File: config.mk
export PLATFORM = sky130hd
export DESIGN_NAME = biquad_four_form_filter_top
export DESIGN_NICKNAME = d
export VERILOG_FILES = /design/src/rtl/core/bqf_pkg.sv /design/src/rtl/core/biquad_four_form_filter_top.sv /design/src/rtl/core/bqf_cfg.sv /design/src/rtl/core/bqf_useq.sv /design/src/rtl/core/bqf_dpath.sv
export VERILOG_INCLUDE_DIRS = /design/src /design/src/rtl/core
export SDC_FILE = /design/constraint.sdc
export NUM_CORES = 2
export LEC_CHECK = 0
export BUFFER_PORTS_ARGS = -buffer_cell sky130_fd_sc_hd__buf_4
export CORE_ASPECT_RATIO = 1.75
export CORE_UTILIZATION = 62
export CTS_CLUSTER_SIZE = 14
export DETAILED_ROUTE_END_ITERATION = 16
export PLACE_DENSITY_LB_ADDON = 0.25
export SYNTH_ARGS = -nofsm -noshare
export SYNTH_HDL_FRONTEND = slang
export SYNTH_SLANG_ARGS = --single-unit
File: constraint.sdc
create_clock -name clk -period 22.6 [get_ports clk]
set_clock_uncertainty 0.05 [all_clocks]
set_input_delay 4.52 -clock clk [delete_from_list [all_inputs] [get_ports clk]]
set_output_delay 4.52 -clock clk [all_outputs]
set_load 0.005 [all_outputs]
File: src/rtl/core/biquad_four_form_filter_top_macros.svh
// Assertion macros of the biquad core RTL.
`ifndef BIQUAD_FOUR_FORM_FILTER_TOP_MACROS_SVH
`define BIQUAD_FOUR_FORM_FILTER_TOP_MACROS_SVH

// Consequent checked in the same cycle as the antecedent.
`define BQF_ASSERT_NOW(label, ck, rn, ante, cons, msg) \
	label: assert property (@(posedge ck) disable iff (!rn) (ante) |-> (cons)) \
		else $error(msg);

// Consequent checked in the cycle after the antecedent.
`define BQF_ASSERT_NEXT(label, ck, rn, ante, cons, msg) \
	label: assert property (@(posedge ck) disable iff (!rn) (ante) |=> (cons)) \
		else $error(msg);

`endif

File: src/rtl/core/bqf_pkg.sv
// Shared types, constants, microcode program and saturation helpers of the biquad core.
package bqf_pkg;

	localparam int SAMPLE_WIDTH = 24;
	localparam int COEF_WIDTH   = 24;
	localparam int STATE_WIDTH  = 32;
	localparam int COEF_FRAC    = COEF_WIDTH - 4;
	localparam int MUL_W        = COEF_WIDTH + STATE_WIDTH;
	localparam int PROD_W       = MUL_W - COEF_FRAC;
	localparam int ACC_W        = PROD_W + 4;
	localparam int FORM_W       = 2;
	localparam int CFG_W        = COEF_WIDTH;
	localparam int CFG_IDX_W    = 3;
	localparam int PROG_LEN     = 42;
	localparam int PC_W         = $clog2(PROG_LEN);

	typedef logic signed [COEF_WIDTH-1:0]   coef_t;
	typedef logic signed [STATE_WIDTH-1:0]  state_t;
	typedef logic signed [SAMPLE_WIDTH-1:0] sample_t;
	typedef logic signed [ACC_W-1:0]        acc_t;

	localparam coef_t COEF_ONE = coef_t'(64'sd1 <<< COEF_FRAC);
	localparam logic [MUL_W-1:0] MUL_HALF = MUL_W'(1) << (COEF_FRAC - 1);
	localparam acc_t ST_HI  = acc_t'((64'sd1 <<< (STATE_WIDTH - 1)) - 64'sd1);
	localparam acc_t ST_LO  = ~ST_HI;
	localparam acc_t SMP_HI = acc_t'((64'sd1 <<< (SAMPLE_WIDTH - 1)) - 64'sd1);
	localparam acc_t SMP_LO = ~SMP_HI;

	typedef enum logic [FORM_W-1:0] {
		FORM_DIRECT, FORM_CANON, FORM_TDIRECT, FORM_TCANON
	} form_t;

	typedef enum logic [CFG_IDX_W-1:0] {
		REG_FORM, REG_A0, REG_A1, REG_A2, REG_B1, REG_B2, REG_WET, REG_DRY
	} cfg_reg_t;

	typedef struct packed {
		form_t form;
		coef_t a0;
		coef_t a1;
		coef_t a2;
		coef_t b1;
		coef_t b2;
		coef_t wet;
		coef_t dry;
	} cfg_t;

	// Fields of one control word.
	typedef enum logic [2:0] {C_A0, C_A1, C_A2, C_B1, C_B2, C_WET, C_DRY} coef_sel_t;
	typedef enum logic [2:0] {O_X, O_W, O_Y, O_FF1, O_FF2, O_FB1, O_FB2} opnd_sel_t;
	typedef enum logic {AB_ZERO, AB_ACC} acc_base_t;
	typedef enum logic [2:0] {R_ZERO, R_X, R_FF1, R_FF2, R_FB1, R_FB2} reg_sel_t;
	typedef enum logic [1:0] {P_NONE, P_ADD, P_SUB} prod_op_t;
	typedef enum logic [2:0] {D_NONE, D_W, D_Y, D_FF1, D_FF2, D_FB1, D_FB2, D_OUT} dest_t;
	typedef enum logic [1:0] {U_NONE, U_DIRECT, U_CANON} shift_t;
	typedef enum logic [1:0] {J_NEXT, J_FORM, J_END} jump_t;

	typedef struct packed {
		coef_sel_t mc;
		opnd_sel_t mo;
		acc_base_t ab;
		reg_sel_t  rs;
		prod_op_t  ap;
		dest_t     dst;
		shift_t    upd;
		jump_t     jmp;
	} uop_t;

	typedef struct packed {
		uop_t uop;
		logic x_ld;
		logic out_ld;
	} seq_ctl_t;

	localparam uop_t UOP_NOP = '{mc: C_A0, mo: O_X, ab: AB_ACC, rs: R_ZERO, ap: P_NONE,
		dst: D_NONE, upd: U_NONE, jmp: J_NEXT};

	localparam logic [PC_W-1:0] PC_DISPATCH = PC_W'(0);
	localparam logic [PC_W-1:0] PC_F0 = PC_W'(1);
	localparam logic [PC_W-1:0] PC_F1 = PC_W'(10);
	localparam logic [PC_W-1:0] PC_F2 = PC_W'(20);
	localparam logic [PC_W-1:0] PC_F3 = PC_W'(32);

	function automatic uop_t mk(input coef_sel_t mc, input opnd_sel_t mo, input acc_base_t ab,
		input reg_sel_t rs, input prod_op_t ap, input dest_t dst, input shift_t upd,
		input jump_t jmp);
		uop_t u;
		u = '{mc: mc, mo: mo, ab: ab, rs: rs, ap: ap, dst: dst, upd: upd, jmp: jmp};
		return u;
	endfunction

	function automatic logic [PC_W-1:0] entry_pc(input form_t f);
		logic [PC_W-1:0] e;
		case (f)
			FORM_DIRECT:  e = PC_F0;
			FORM_CANON:   e = PC_F1;
			FORM_TDIRECT: e = PC_F2;
			default:      e = PC_F3;
		endcase
		return e;
	endfunction

	// The product of a step is registered and is added by the following step.
	// A destination write takes the accumulator as it stood before the step.
	function automatic uop_t rom_word(input logic [PC_W-1:0] pc);
		uop_t u;
		case (pc)
			// Common entry: start a0*x, load x, branch on the form.
			PC_W'(0):  u = mk(C_A0,  O_X,   AB_ZERO, R_X,    P_NONE, D_NONE, U_NONE,   J_FORM);
			// Direct form I.
			PC_W'(1):  u = mk(C_A1,  O_FF1, AB_ZERO, R_ZERO, P_ADD,  D_NONE, U_NONE,   J_NEXT);
			PC_W'(2):  u = mk(C_A2,  O_FF2, AB_ACC,  R_ZERO, P_ADD,  D_NONE, U_NONE,   J_NEXT);
			PC_W'(3):  u = mk(C_B1,  O_FB1, AB_ACC,  R_ZERO, P_ADD,  D_NONE, U_NONE,   J_NEXT);
			PC_W'(4):  u = mk(C_B2,  O_FB2, AB_ACC,  R_ZERO, P_SUB,  D_NONE, U_NONE,   J_NEXT);
			PC_W'(5):  u = mk(C_DRY, O_X,   AB_ACC,  R_ZERO, P_SUB,  D_NONE, U_NONE,   J_NEXT);
			PC_W'(6):  u = mk(C_WET, O_Y,   AB_ZERO, R_ZERO, P_ADD,  D_Y,    U_DIRECT, J_NEXT);
			PC_W'(7):  u = mk(C_WET, O_Y,   AB_ACC,  R_ZERO, P_NONE, D_NONE, U_NONE,   J_NEXT);
			PC_W'(8):  u = mk(C_WET, O_Y,   AB_ACC,  R_ZERO, P_ADD,  D_NONE, U_NONE,   J_NEXT);
			PC_W'(9):  u = mk(C_WET, O_Y,   AB_ACC,  R_ZERO, P_NONE, D_OUT,  U_NONE,   J_END);
			// Canonical form.
			PC_W'(10): u = mk(C_B1,  O_FF1, AB_ACC,  R_ZERO, P_NONE, D_NONE, U_NONE,   J_NEXT);
			PC_W'(11): u = mk(C_B2,  O_FF2, AB_ACC,  R_ZERO, P_SUB,  D_NONE, U_NONE,   J_NEXT);
			PC_W'(12): u = mk(C_A1,  O_FF1, AB_ACC,  R_ZERO, P_SUB,  D_NONE, U_NONE,   J_NEXT);
			PC_W'(13): u = mk(C_A2,  O_FF2, AB_ZERO, R_ZERO, P_ADD,  D_W,    U_NONE,   J_NEXT);
			PC_W'(14): u = mk(C_A0,  O_W,   AB_ACC,  R_ZERO, P_ADD,  D_NONE, U_NONE,   J_NEXT);
			PC_W'(15): u = mk(C_DRY, O_X,   AB_ACC,  R_ZERO, P_ADD,  D_NONE, U_NONE,   J_NEXT);
			PC_W'(16): u = mk(C_WET, O_Y,   AB_ZERO, R_ZERO, P_ADD,  D_Y,    U_CANON,  J_NEXT);
			PC_W'(17): u = mk(C_WET, O_Y,   AB_ACC,  R_ZERO, P_NONE, D_NONE, U_NONE,   J_NEXT);
			PC_W'(18): u = mk(C_WET, O_Y,   AB_ACC,  R_ZERO, P_ADD,  D_NONE, U_NONE,   J_NEXT);
			PC_W'(19): u = mk(C_WET, O_Y,   AB_ACC,  R_ZERO, P_NONE, D_OUT,  U_NONE,   J_END);
			// Transposed direct form.
			PC_W'(20): u = mk(C_A0,  O_W,   AB_ACC,  R_FB1,  P_NONE, D_NONE, U_NONE,   J_NEXT);
			PC_W'(21): u = mk(C_A0,  O_W,   AB_ACC,  R_ZERO, P_NONE, D_W,    U_NONE,   J_NEXT);
			PC_W'(22): u = mk(C_A0,  O_W,   AB_ACC,  R_ZERO, P_NONE, D_NONE, U_NONE,   J_NEXT);
			PC_W'(23): u = mk(C_B1,  O_W,   AB_ZERO, R_FF1,  P_ADD,  D_NONE, U_NONE,   J_NEXT);
			PC_W'(24): u = mk(C_B2,  O_W,   AB_ZERO, R_FB2,  P_SUB,  D_Y,    U_NONE,   J_NEXT);
			PC_W'(25): u = mk(C_A1,  O_W,   AB_ZERO, R_ZERO, P_SUB,  D_FB1,  U_NONE,   J_NEXT);
			PC_W'(26): u = mk(C_A2,  O_W,   AB_ZERO, R_FF2,  P_ADD,  D_FB2,  U_NONE,   J_NEXT);
			PC_W'(27): u = mk(C_DRY, O_X,   AB_ZERO, R_ZERO, P_ADD,  D_FF1,  U_NONE,   J_NEXT);
			PC_W'(28): u = mk(C_WET, O_Y,   AB_ZERO, R_ZERO, P_ADD,  D_FF2,  U_NONE,   J_NEXT);
			PC_W'(29): u = mk(C_WET, O_Y,   AB_ACC,  R_ZERO, P_NONE, D_NONE, U_NONE,   J_NEXT);
			PC_W'(30): u = mk(C_WET, O_Y,   AB_ACC,  R_ZERO, P_ADD,  D_NONE, U_NONE,   J_NEXT);
			PC_W'(31): u = mk(C_WET, O_Y,   AB_ACC,  R_ZERO, P_NONE, D_OUT,  U_NONE,   J_END);
			// Transposed canonical form.
			PC_W'(32): u = mk(C_A1,  O_X,   AB_ZERO, R_FF1,  P_ADD,  D_NONE, U_NONE,   J_NEXT);
			PC_W'(33): u = mk(C_B1,  O_Y,   AB_ZERO, R_FF2,  P_ADD,  D_Y,    U_NONE,   J_NEXT);
			PC_W'(34): u = mk(C_B1,  O_Y,   AB_ACC,  R_ZERO, P_NONE, D_NONE, U_NONE,   J_NEXT);
			PC_W'(35): u = mk(C_A2,  O_X,   AB_ACC,  R_ZERO, P_SUB,  D_NONE, U_NONE,   J_NEXT);
			PC_W'(36): u = mk(C_B2,  O_Y,   AB_ZERO, R_ZERO, P_ADD,  D_FF1,  U_NONE,   J_NEXT);
			PC_W'(37): u = mk(C_DRY, O_X,   AB_ACC,  R_ZERO, P_SUB,  D_NONE, U_NONE,   J_NEXT);
			PC_W'(38): u = mk(C_WET, O_Y,   AB_ZERO, R_ZERO, P_ADD,  D_FF2,  U_NONE,   J_NEXT);
			PC_W'(39): u = mk(C_WET, O_Y,   AB_ACC,  R_ZERO, P_NONE, D_NONE, U_NONE,   J_NEXT);
			PC_W'(40): u = mk(C_WET, O_Y,   AB_ACC,  R_ZERO, P_ADD,  D_NONE, U_NONE,   J_NEXT);
			PC_W'(41): u = mk(C_WET, O_Y,   AB_ACC,  R_ZERO, P_NONE, D_OUT,  U_NONE,   J_END);
			default:   u = mk(C_A0,  O_X,   AB_ACC,  R_ZERO, P_NONE, D_NONE, U_NONE,   J_END);
		endcase
		return u;
	endfunction

	function automatic state_t sat_state(input acc_t v);
		state_t r;
		if (v > ST_HI) begin
			r = state_t'(ST_HI);
		end else if (v < ST_LO) begin
			r = state_t'(ST_LO);
		end else begin
			r = v[STATE_WIDTH-1:0];
		end
		return r;
	endfunction

	function automatic sample_t sat_sample(input acc_t v);
		sample_t r;
		if (v > SMP_HI) begin
			r = sample_t'(SMP_HI);
		end else if (v < SMP_LO) begin
			r = sample_t'(SMP_LO);
		end else begin
			r = v[SAMPLE_WIDTH-1:0];
		end
		return r;
	endfunction

endpackage

File: src/rtl/core/biquad_four_form_filter_top.sv
// The program runs a separate step sequence for each of the direct, canonical, transposed
// direct and transposed canonical forms.
// A new input word is taken only once the previous word has retired; each product of the program passes
// through the single shared multiplier, one per microcode step.
// Reset clears the sequencer, output valid and the four delay registers, and loads the
// register defaults (direct form, a0 and wet gain at 1.0, all others zero).
module biquad_four_form_filter_top (
	input  logic                          clk,
	input  logic                          arst_n,
	input  logic                          cfg_we,
	input  logic [bqf_pkg::CFG_IDX_W-1:0] cfg_index,
	input  logic [bqf_pkg::CFG_W-1:0]     cfg_data,
	input  logic                          in_valid,
	output logic                          in_stall,
	input  logic signed [bqf_pkg::SAMPLE_WIDTH-1:0] sample_in,
	output logic                          out_valid,
	input  logic                          out_stall,
	output logic signed [bqf_pkg::SAMPLE_WIDTH-1:0] sample_out
);

	bqf_pkg::cfg_t     cfg;
	bqf_pkg::seq_ctl_t ctl;

	bqf_cfg u_cfg (
		.clk       (clk),
		.arst_n    (arst_n),
		.cfg_we    (cfg_we),
		.cfg_index (cfg_index),
		.cfg_data  (cfg_data),
		.cfg       (cfg)
	);

	bqf_useq u_useq (
		.clk       (clk),
		.arst_n    (arst_n),
		.in_valid  (in_valid),
		.in_stall  (in_stall),
		.out_valid (out_valid),
		.out_stall (out_stall),
		.form      (cfg.form),
		.ctl       (ctl)
	);

	bqf_dpath u_dpath (
		.clk        (clk),
		.arst_n     (arst_n),
		.cfg        (cfg),
		.ctl        (ctl),
		.sample_in  (sample_in),
		.sample_out (sample_out)
	);

endmodule

File: src/rtl/core/bqf_cfg.sv
// Configuration register bank of the biquad core: form select, coefficients and mix gains.
module bqf_cfg (
	input  logic                          clk,
	input  logic                          arst_n,
	input  logic                          cfg_we,
	input  logic [bqf_pkg::CFG_IDX_W-1:0] cfg_index,
	input  logic [bqf_pkg::CFG_W-1:0]     cfg_data,
	output bqf_pkg::cfg_t                 cfg
);

	bqf_pkg::cfg_t cfg_q;
	bqf_pkg::coef_t wr_coef;

	assign wr_coef = cfg_data[bqf_pkg::COEF_WIDTH-1:0];

	always_ff @(posedge clk or negedge arst_n) begin
		if (!arst_n) begin
			cfg_q.form <= bqf_pkg::FORM_DIRECT;
			cfg_q.a0   <= bqf_pkg::COEF_ONE;
			cfg_q.a1   <= '0;
			cfg_q.a2   <= '0;
			cfg_q.b1   <= '0;
			cfg_q.b2   <= '0;
			cfg_q.wet  <= bqf_pkg::COEF_ONE;
			cfg_q.dry  <= '0;
		end else if (cfg_we) begin
			case (bqf_pkg::cfg_reg_t'(cfg_index))
				bqf_pkg::REG_FORM: cfg_q.form <= bqf_pkg::form_t'(cfg_data[bqf_pkg::FORM_W-1:0]);
				bqf_pkg::REG_A0:   cfg_q.a0   <= wr_coef;
				bqf_pkg::REG_A1:   cfg_q.a1   <= wr_coef;
				bqf_pkg::REG_A2:   cfg_q.a2   <= wr_coef;
				bqf_pkg::REG_B1:   cfg_q.b1   <= wr_coef;
				bqf_pkg::REG_B2:   cfg_q.b2   <= wr_coef;
				bqf_pkg::REG_WET:  cfg_q.wet  <= wr_coef;
				bqf_pkg::REG_DRY:  cfg_q.dry  <= wr_coef;
				default: begin
				end
			endcase
		end
	end

	assign cfg = cfg_q;

endmodule

File: src/rtl/core/bqf_useq.sv
// Microcode sequencer of the biquad core: step counter, program table and word handshake.
`include "biquad_four_form_filter_top_macros.svh"

module bqf_useq (
	input  logic              clk,
	input  logic              arst_n,
	input  logic              in_valid,
	output logic              in_stall,
	output logic              out_valid,
	input  logic              out_stall,
	input  bqf_pkg::form_t    form,
	output bqf_pkg::seq_ctl_t ctl
);

	logic                      busy_q;
	logic                      out_valid_q;
	logic [bqf_pkg::PC_W-1:0]  pc_q;
	logic [bqf_pkg::PC_W-1:0]  pc_d;
	bqf_pkg::uop_t             cur;
	logic                      accept;
	logic                      at_end;
	logic                      out_free;
	logic                      retire;

	assign in_stall  = busy_q;
	assign out_valid = out_valid_q;
	assign accept    = in_valid && !busy_q;
	assign out_free  = !out_valid_q || !out_stall;

	always_comb begin
		cur = busy_q ? bqf_pkg::rom_word(pc_q) : bqf_pkg::UOP_NOP;
	end

	assign at_end = busy_q && (cur.jmp == bqf_pkg::J_END);
	// The last step waits there until the output register can take the word.
	assign retire = at_end && out_free;

	always_comb begin
		pc_d = pc_q;
		if (accept) begin
			pc_d = bqf_pkg::PC_DISPATCH;
		end else if (busy_q) begin
			case (cur.jmp)
				bqf_pkg::J_NEXT: pc_d = pc_q + bqf_pkg::PC_W'(1);
				bqf_pkg::J_FORM: pc_d = bqf_pkg::entry_pc(form);
				bqf_pkg::J_END:  pc_d = pc_q;
				default:         pc_d = pc_q;
			endcase
		end
	end

	always_comb begin
		ctl.uop    = cur;
		ctl.x_ld   = accept;
		ctl.out_ld = retire && (cur.dst == bqf_pkg::D_OUT);
	end

	always_ff @(posedge clk or negedge arst_n) begin
		if (!arst_n) begin
			busy_q      <= 1'b0;
			pc_q        <= bqf_pkg::PC_DISPATCH;
			out_valid_q <= 1'b0;
		end else begin
			pc_q <= pc_d;
			if (accept) begin
				busy_q <= 1'b1;
			end else if (retire) begin
				busy_q <= 1'b0;
			end
			if (retire) begin
				out_valid_q <= 1'b1;
			end else if (!out_stall) begin
				out_valid_q <= 1'b0;
			end
		end
	end

	`BQF_ASSERT_NEXT(a_accept_starts, clk, arst_n, accept, busy_q && (pc_q == bqf_pkg::PC_DISPATCH), "accepted word did not start the program at dispatch")
	`BQF_ASSERT_NOW(a_pc_in_range, clk, arst_n, busy_q, pc_q < bqf_pkg::PC_W'(bqf_pkg::PROG_LEN), "step counter left the program")
	`BQF_ASSERT_NOW(a_branch_only_dispatch, clk, arst_n, busy_q && (pc_q != bqf_pkg::PC_DISPATCH), cur.jmp != bqf_pkg::J_FORM, "form branch outside the dispatch step")
	`BQF_ASSERT_NOW(a_done_gives_word, clk, arst_n, $fell(busy_q), out_valid_q, "finished word did not reach the output register")

endmodule

File: src/rtl/core/bqf_dpath.sv
// Datapath of the biquad core: shared multiplier, accumulator, delay registers and output register.
module bqf_dpath (
	input  logic              clk,
	input  logic              arst_n,
	input  bqf_pkg::cfg_t     cfg,
	input  bqf_pkg::seq_ctl_t ctl,
	input  bqf_pkg::sample_t  sample_in,
	output bqf_pkg::sample_t  sample_out
);

	bqf_pkg::state_t x_q;
	bqf_pkg::state_t w_q;
	bqf_pkg::state_t y_q;
	bqf_pkg::state_t ff1_q;
	bqf_pkg::state_t ff2_q;
	bqf_pkg::state_t fb1_q;
	bqf_pkg::state_t fb2_q;
	bqf_pkg::acc_t   acc_q;
	bqf_pkg::sample_t out_q;

	logic signed [bqf_pkg::PROD_W-1:0] p_s1;
	logic signed [bqf_pkg::MUL_W-1:0]  mul_full;
	logic [bqf_pkg::MUL_W-1:0]         mul_rnd;

	bqf_pkg::coef_t  mc_v;
	bqf_pkg::state_t mo_v;
	bqf_pkg::state_t rs_v;
	bqf_pkg::acc_t   base_v;
	bqf_pkg::acc_t   term_v;
	bqf_pkg::acc_t   acc_d;
	bqf_pkg::state_t sat_v;

	always_comb begin
		case (ctl.uop.mc)
			bqf_pkg::C_A0:  mc_v = cfg.a0;
			bqf_pkg::C_A1:  mc_v = cfg.a1;
			bqf_pkg::C_A2:  mc_v = cfg.a2;
			bqf_pkg::C_B1:  mc_v = cfg.b1;
			bqf_pkg::C_B2:  mc_v = cfg.b2;
			bqf_pkg::C_WET: mc_v = cfg.wet;
			bqf_pkg::C_DRY: mc_v = cfg.dry;
			default:        mc_v = cfg.a0;
		endcase
	end

	always_comb begin
		case (ctl.uop.mo)
			bqf_pkg::O_X:   mo_v = x_q;
			bqf_pkg::O_W:   mo_v = w_q;
			bqf_pkg::O_Y:   mo_v = y_q;
			bqf_pkg::O_FF1: mo_v = ff1_q;
			bqf_pkg::O_FF2: mo_v = ff2_q;
			bqf_pkg::O_FB1: mo_v = fb1_q;
			bqf_pkg::O_FB2: mo_v = fb2_q;
			default:        mo_v = x_q;
		endcase
	end

	// Adding half an LSB before the arithmetic shift rounds the product to the value's format.
	assign mul_full = mc_v * mo_v;
	assign mul_rnd  = mul_full + bqf_pkg::MUL_HALF;

	always_ff @(posedge clk) begin
		p_s1 <= mul_rnd[bqf_pkg::MUL_W-1:bqf_pkg::COEF_FRAC];
	end

	always_comb begin
		case (ctl.uop.rs)
			bqf_pkg::R_ZERO: rs_v = '0;
			bqf_pkg::R_X:    rs_v = x_q;
			bqf_pkg::R_FF1:  rs_v = ff1_q;
			bqf_pkg::R_FF2:  rs_v = ff2_q;
			bqf_pkg::R_FB1:  rs_v = fb1_q;
			bqf_pkg::R_FB2:  rs_v = fb2_q;
			default:         rs_v = '0;
		endcase
	end

	always_comb begin
		base_v = (ctl.uop.ab == bqf_pkg::AB_ACC) ? acc_q : '0;
		case (ctl.uop.ap)
			bqf_pkg::P_ADD: term_v = bqf_pkg::acc_t'(p_s1);
			bqf_pkg::P_SUB: term_v = -bqf_pkg::acc_t'(p_s1);
			default:        term_v = '0;
		endcase
		acc_d = base_v + bqf_pkg::acc_t'(rs_v) + term_v;
		sat_v = bqf_pkg::sat_state(acc_q);
	end

	always_ff @(posedge clk) begin
		acc_q <= acc_d;
		if (ctl.x_ld) begin
			x_q <= bqf_pkg::state_t'(sample_in);
		end
		if (ctl.uop.dst == bqf_pkg::D_W) begin
			w_q <= sat_v;
		end
		if (ctl.uop.dst == bqf_pkg::D_Y) begin
			y_q <= sat_v;
		end
		if (ctl.out_ld) begin
			out_q <= bqf_pkg::sat_sample(acc_q);
		end
	end

	always_ff @(posedge clk or negedge arst_n) begin
		if (!arst_n) begin
			ff1_q <= '0;
			ff2_q <= '0;
			fb1_q <= '0;
			fb2_q <= '0;
		end else begin
			case (ctl.uop.dst)
				bqf_pkg::D_FF1: ff1_q <= sat_v;
				bqf_pkg::D_FF2: ff2_q <= sat_v;
				bqf_pkg::D_FB1: fb1_q <= sat_v;
				bqf_pkg::D_FB2: fb2_q <= sat_v;
				default: begin
				end
			endcase
			// Direct form shifts both delay lines; canonical form shifts the w line only.
			case (ctl.uop.upd)
				bqf_pkg::U_DIRECT: begin
					ff2_q <= ff1_q;
					ff1_q <= x_q;
					fb2_q <= fb1_q;
					fb1_q <= sat_v;
				end
				bqf_pkg::U_CANON: begin
					ff2_q <= ff1_q;
					ff1_q <= w_q;
				end
				default: begin
				end
			endcase
		end
	end

	assign sample_out = out_q;

endmodule
; Word-level counts from Yosys, hierarchy flattened
; Memories as Yosys holds them, arrays and structs flattened.
; Cells that the tools add are included.
[totals]
out_inout_bits = 26
rom_bits = 1216
word_cells = 125
input_bits = 56
n_memories = 1
reg_bits = 494
[mem_list]
columns = name, words, word_bits, read_ports, rd_ports_with_merged_regs, write_ports, line_no
row1 = (name not given), 64, 19, 1, 0, 0, bqf_pkg.sv:107  ; case (pc)
[op_classes]
n_mul = 1
n_reduce_logical = 28
n_lt_le_gt_ge = 4
muxes = 25
addsub = 5
n_eq_ne = 40
[ops]
columns = op, n
row1 = $mux 32, 9
row2 = $pmux 32 s6, 1
row3 = $pmux 32 s5, 1
row4 = $pmux 24 s6, 1
row5 = $pmux 40 s2, 1
row6 = $pmux 32 s2, 1
row7 = $add 56x20->56 const B, 1
row8 = $mul 24x32->56, 1
row9 = $eq 3x3->1 const B, 16
row10 = $add 40x32->40, 1
row11 = $add 40x40->40, 1
row12 = $gt 40x24->1 const B, 1
row13 = $gt 40x32->1 const B, 1
row14 = $lt 40x24->1 const B, 1
row15 = $lt 40x32->1 const B, 1
row16 = $mux 40, 1
row17 = $neg 36->40, 1
row18 = $eq 3x2->1 const B, 10
row19 = $mux 24, 1
row20 = $mux 19, 1
row21 = $pmux 6 s3, 1
row22 = $reduce_and 2->1, 9
row23 = $eq 3x1->1 const B, 5
row24 = $mux 6, 2
row25 = other kinds (14), 34

; Longest topological paths before layout
; An unclocked memory read counts as a cell.
[logic_depth]
depth_word = 7
ltp_mapped = 44
depth_no_buf = 39

; Hierarchy
; A second synthesis with hierarchy kept.
[unflattened]
cells_unflattened = 5765
area_unflattened_um2 = 54439.7
[modules_own_cells]
columns = module, seq_area_each_um2, area_per_inst_um2, instances, cells_per_inst
row1 = bqf_dpath, 8087.8, 46118.0, 1, 5187
row2 = bqf_cfg, 4256.6, 6757.7, 1, 369
row3 = bqf_useq, 200.2, 1564.0, 1, 209

; Worst setup path before layout
; Ideal clock, no wire load.
[synth_timing]
path_kind = flip-flop to flip-flop
start = register u_useq.pc_q[1] (netlist bit)
end = register u_dpath.p_s1[29] (netlist bit)
arrival_ps = 9952
period_less_slack_ps = 10125
setup_slack_ps = 12475
required_ps = 22427
setup_ps = 123
n_path_buf = 4
path_stages_with_launch = 40
cell_sequence = dfrtp_1 -> clkbuf_1 -> inv_1 -> ha_1 -> nand3b_1 -> a32oi_1 -> o22ai_1 -> clkbuf_1 -> buf_1 -> a21oi_1 -> a21oi_1 -> nor2_1 -> a221oi_1 -> clkbuf_1 -> nor2_1 -> fa_1 -> inv_1 -> fa_1 -> (+4 left out) -> fa_1 -> inv_1 -> fa_1 -> inv_1 -> ha_1 -> a21o_1 -> a21o_1 -> a21o_1 -> a21o_1 -> a21o_1 -> a21oi_1 -> o21ai_0 -> nor2b_1 -> a2111oi_2 -> o41ai_2 -> a211oi_2 -> o21bai_1 -> xor2_1
[synth_via]
elab_chain_cells = 6
word_cells_on_any_way = 18
classes_between = add/sub: 1 / mul: 1 / eq/ne: 12 / mux: 3 / memory: 1
[synth_lines]
columns = element, line_no
row1 = from (decl), bqf_useq.sv:17  ; logic [bqf_pkg::PC_W-1:0] pc_q;
row2 = from (signal assigned), bqf_useq.sv:61  ; pc_q <= bqf_pkg::PC_DISPATCH;
row3 = from (signal assigned), bqf_useq.sv:64  ; pc_q <= pc_d;
row4 = $mem_v2 64x19 *, -
row5 = $mux 19 *, bqf_useq.sv:31  ; cur = busy_q ? bqf_pkg::rom_word(pc_q) : bqf_pkg::UOP_NOP;
row6 = $eq 3x3->1 (tied with other cells), bqf_dpath.sv:34  ; case (ctl.uop.mc)
row7 = $pmux 24 s6 or $pmux 32 s6 (tied branches), "bqf_dpath.sv:34, bqf_dpath.sv:47"
row8 = $mul 24x32->56 *, bqf_dpath.sv:60  ; assign mul_full = mc_v * mo_v;
row9 = $add 56x20->56 *, bqf_dpath.sv:61  ; assign mul_rnd = mul_full + bqf_pkg::MUL_HALF;
row10 = net u_dpath.mul_rnd (one bit), bqf_dpath.sv:23  ; logic [bqf_pkg::MUL_W-1:0] mul_rnd;
row11 = to (signal assigned), bqf_dpath.sv:64  ; p_s1 <= mul_rnd[bqf_pkg::MUL_W-1:bqf_pkg::COEF_FRAC];
row12 = to (decl), bqf_dpath.sv:21  ; logic signed [bqf_pkg::PROD_W-1:0] p_s1;
; Mark *: on every way through the listed nets, which the timed path passes. The rest lies on a longest branch.
; A chain may end at the register's enable or synchronous reset.

; Worst setup path in the final report
; Ends and elaborated chain as after synthesis.

==> summary.md <==
| Metric | Value |
|---|---|
| Run status | `finished clean` |
| ANT nets after route | `0` |
| GRT overflow | `0` |
| Syn_nets | `6919` |
| Synth cell types | `93` |
| Top_reg_cell synth | `dfrtp_1` |
| Endpoints failing hold | `0` |
| Leading cell type in the layout, fill and taps excluded | `inv_1` |
| CP max-delay cell | `nand2_1` |
| Final worst path period share | `0.552` |
| WL/cell | `26.4 um` |
| H-tree levels | `2` |
| First-pass GRT wire length | `276 mm` |
| Setup_tns | `0 ps` |
| Vias per cell | `6.32` |
| TritonCTS buffer count | `48` |
| Hold Path Class | `register to register` |
| Chip width | `225 um` |
| Crit path max fanout | `37` |
| Worst EP arrival | `12970 ps` |
| Clk slew on worst S/H paths | `70 ps` |
| Total die area | `0.0883 mm^2` |
| Initial antenna violation count | `20` |
| Slew Viols, Final | `0` |
| Area delta synth->final | `6.66%` |
| CP peak stage delay | `1060 ps` |
| Layout net count | `6832` |
| Crit path top cell by count | `fa_1` |
| Die H | `392 um` |
| Initial DRC count | `4289` |
| YS warnings | `0` |
| Worst setup path class | `register to register` |
| Slew headroom | `0.0339` |
| Final count of negative-setup-slack endpoints | `0` |
| CTS Root Cell | `clkbuf_16` |
| TritonRoute pass-1 iters | `7` |
| Initial core utilization | `0.628` |
| I/O Buffers | `81` |
| Final wirelength | `184 mm` |
| Row count | `142` |
| Total GRT Usage | `0.431` |
| Placeable core area | `0.0860 mm^2` |
| Clock sink count | `494` |
| PostCTS Resize Cnt | `0` |
| Ys async rst share | `0.619` |
| Cells after synthesis | `5842` |
| Synthesized area per cell | `9.24 um^2` |
| Number of synthesized flops with an enable pin | `112` |
| Worst Setup Start Kind | `register` |
| Clk buf depth | `3` |
| Commonest non-fill, non-tap cells in the layout | `982 x inv_1, 862 x nand2_1, 824 x fa_1, 356 x nor2_1, 313 x a21oi_1` |
| Peak Freq | `80.1 MHz` |
| Vias | `43900` |
| Worst Hold Depth | `1` |
| I/O pins | `82` |
| Critical Path RT | `23090 ps` |
| Routability cong. | `1.04` |
| DRC Markers | `0` |
| CTS tree | `built` |
| Tmin final | `12480 ps` |
| Post-CTS setup buffer count | `0` |
| Later-pin clock latency in the skew report | `670 ps` |
| Max-Cap Viols | `0` |
| Worst r2r path cells | `34` |
| Post-cts hold buffer count | `0` |
| Post-Synthesis Cell Area | `0.0540 mm^2` |
| Layout cells sized above 1 | `0.104` |
| Largest net degree at the start of global routing | `112` |
| Post-synthesis sequential area ratio | `0.232` |
| Vias in the first global route | `46400` |
| Measured slew at the worst slew-check pin | `1440 ps` |
| Post-DP HPWL | `133 mm` |
| #FFs+latches synth | `494` |
| RSZ-0062 raised after global routing | `no` |
| Kind of end point of the critical path | `register` |
## flip-flops by register name, summed over array words and instances, names as in the netlist
signal,count
u_useq.out_valid,1
u_dpath.acc_q,40
u_dpath.p_s1,36
u_dpath.fb1_q,32
u_dpath.ff1_q,32
u_dpath.ff2_q,32
u_dpath.fb2_q,32
u_useq.in_stall,1
u_dpath.sample_out,24
u_dpath.x_q,24
u_dpath.w_q,32
u_useq.pc_q,6
u_dpath.y_q,32
u_cfg.cfg,170
## worst paths after layout
path	slack, ps	startpoint	to
setup / recovery	10120	u_useq.pc_q[1]$_DFFE_PN0P_	u_dpath.p_s1[29]$_DFF_P_
hold / removal	450	u_cfg.cfg[18]$_DFFE_PN0P_	u_cfg.cfg[18]$_DFFE_PN0P_
setup reg to reg	10120	u_useq.pc_q[1]$_DFFE_PN0P_	u_dpath.p_s1[29]$_DFF_P_
hold reg to reg	450	u_cfg.cfg[18]$_DFFE_PN0P_	u_cfg.cfg[18]$_DFFE_PN0P_
max in group asynchronous	16230	arst_n	u_dpath.ff2_q[4]$_DFFE_PN0P_
min in group asynchronous	3890	arst_n	u_cfg.cfg[20]$_DFFE_PN0P_
## worst max-delay path, delay by kind of cell (launching register included)
kind | cells | cell delay, ps
compound gates | 12 | 3250
flops | 1 | 730
fa+ha+maj | 9 | 4330
xor+xnor | 1 | 140
simple gates | 5 | 2200
buf+inv | 6 | 1310
mux | 1 | 310
## layer usage
metal	GRT usage	up-vias	part of all wire
met1	0.433	21900	0.30
met3	0.117	1051	0.099
met5	0	-	0.00077
met2	0.720	2566	0.48
li1	-	18400	-
met4	0.400	18	0.12
## cell families (layout without fill, tap and decap cells)
kind of cell | Yosys count | after routing | share of synthesized area
simple gates | 1619 | 1619 | 0.132
other cells | 0 | 6 | 0
flops | 494 | 494 | 0.232
xor+xnor | 112 | 112 | 0.0182
compound gates | 1005 | 1005 | 0.119
buf+inv | 1320 | 1271 | 0.0926
fa+ha+maj | 1021 | 1021 | 0.351
mux | 271 | 271 | 0.0554
## final cells by class
type / instances / area [um^2]
Inverter: 985 / 3700
Tap cell: 1152 / 1440
Multi-Input combinational cell: 4028 / 36800
Clock inverter: 23 / 223
Fill cell: 7069 / 28400
Clock buffer: 65 / 1330
Timing Repair Buffer: 198 / 1500
Sequential cell: 494 / 12500
Antenna cell: 6 / 15.0
## Yosys cell counts, drive strengths merged, types with 23 or more instances
master	count	area share
ha	197	0.046
o21ai	233	0.022
a211oi	66	0.0093
a21o	135	0.019
nor2b	56	0.0065
edfxtp	112	0.062
dfrtp	304	0.14
fa	824	0.31
a221oi	48	0.0080
dfxtp	76	0.028
nor3	30	0.0031
mux2i	62	0.012
buf	35	0.0032
nand2b	46	0.0053
a22oi	68	0.0095
xnor2	69	0.011
and2	65	0.0075
nor2	363	0.025
a31oi	23	0.0027
nand2	862	0.060
clkbuf	300	0.021
a21oi	314	0.029
mux2	208	0.043
or2	47	0.0054
inv	984	0.068
nand3	35	0.0032
xor2	43	0.0070
## stage by stage
stage,hold slack [ps],util,cells,cell area (um^2),setup slack (ps)
final,454,0.670,6951,57600,10120
after global routing,460,0.669,6945,57600,9660
after CTS,456,0.669,6943,57500,10690
after detailed placement,442,0.651,6855,56000,10760
after global placement,432,0.651,6855,56000,10920
after floorplan,424,-,5842,54000,12480
Power is not shown: default switching activity piles up to over one toggle a cycle in this logic, so the estimate is an artifact.
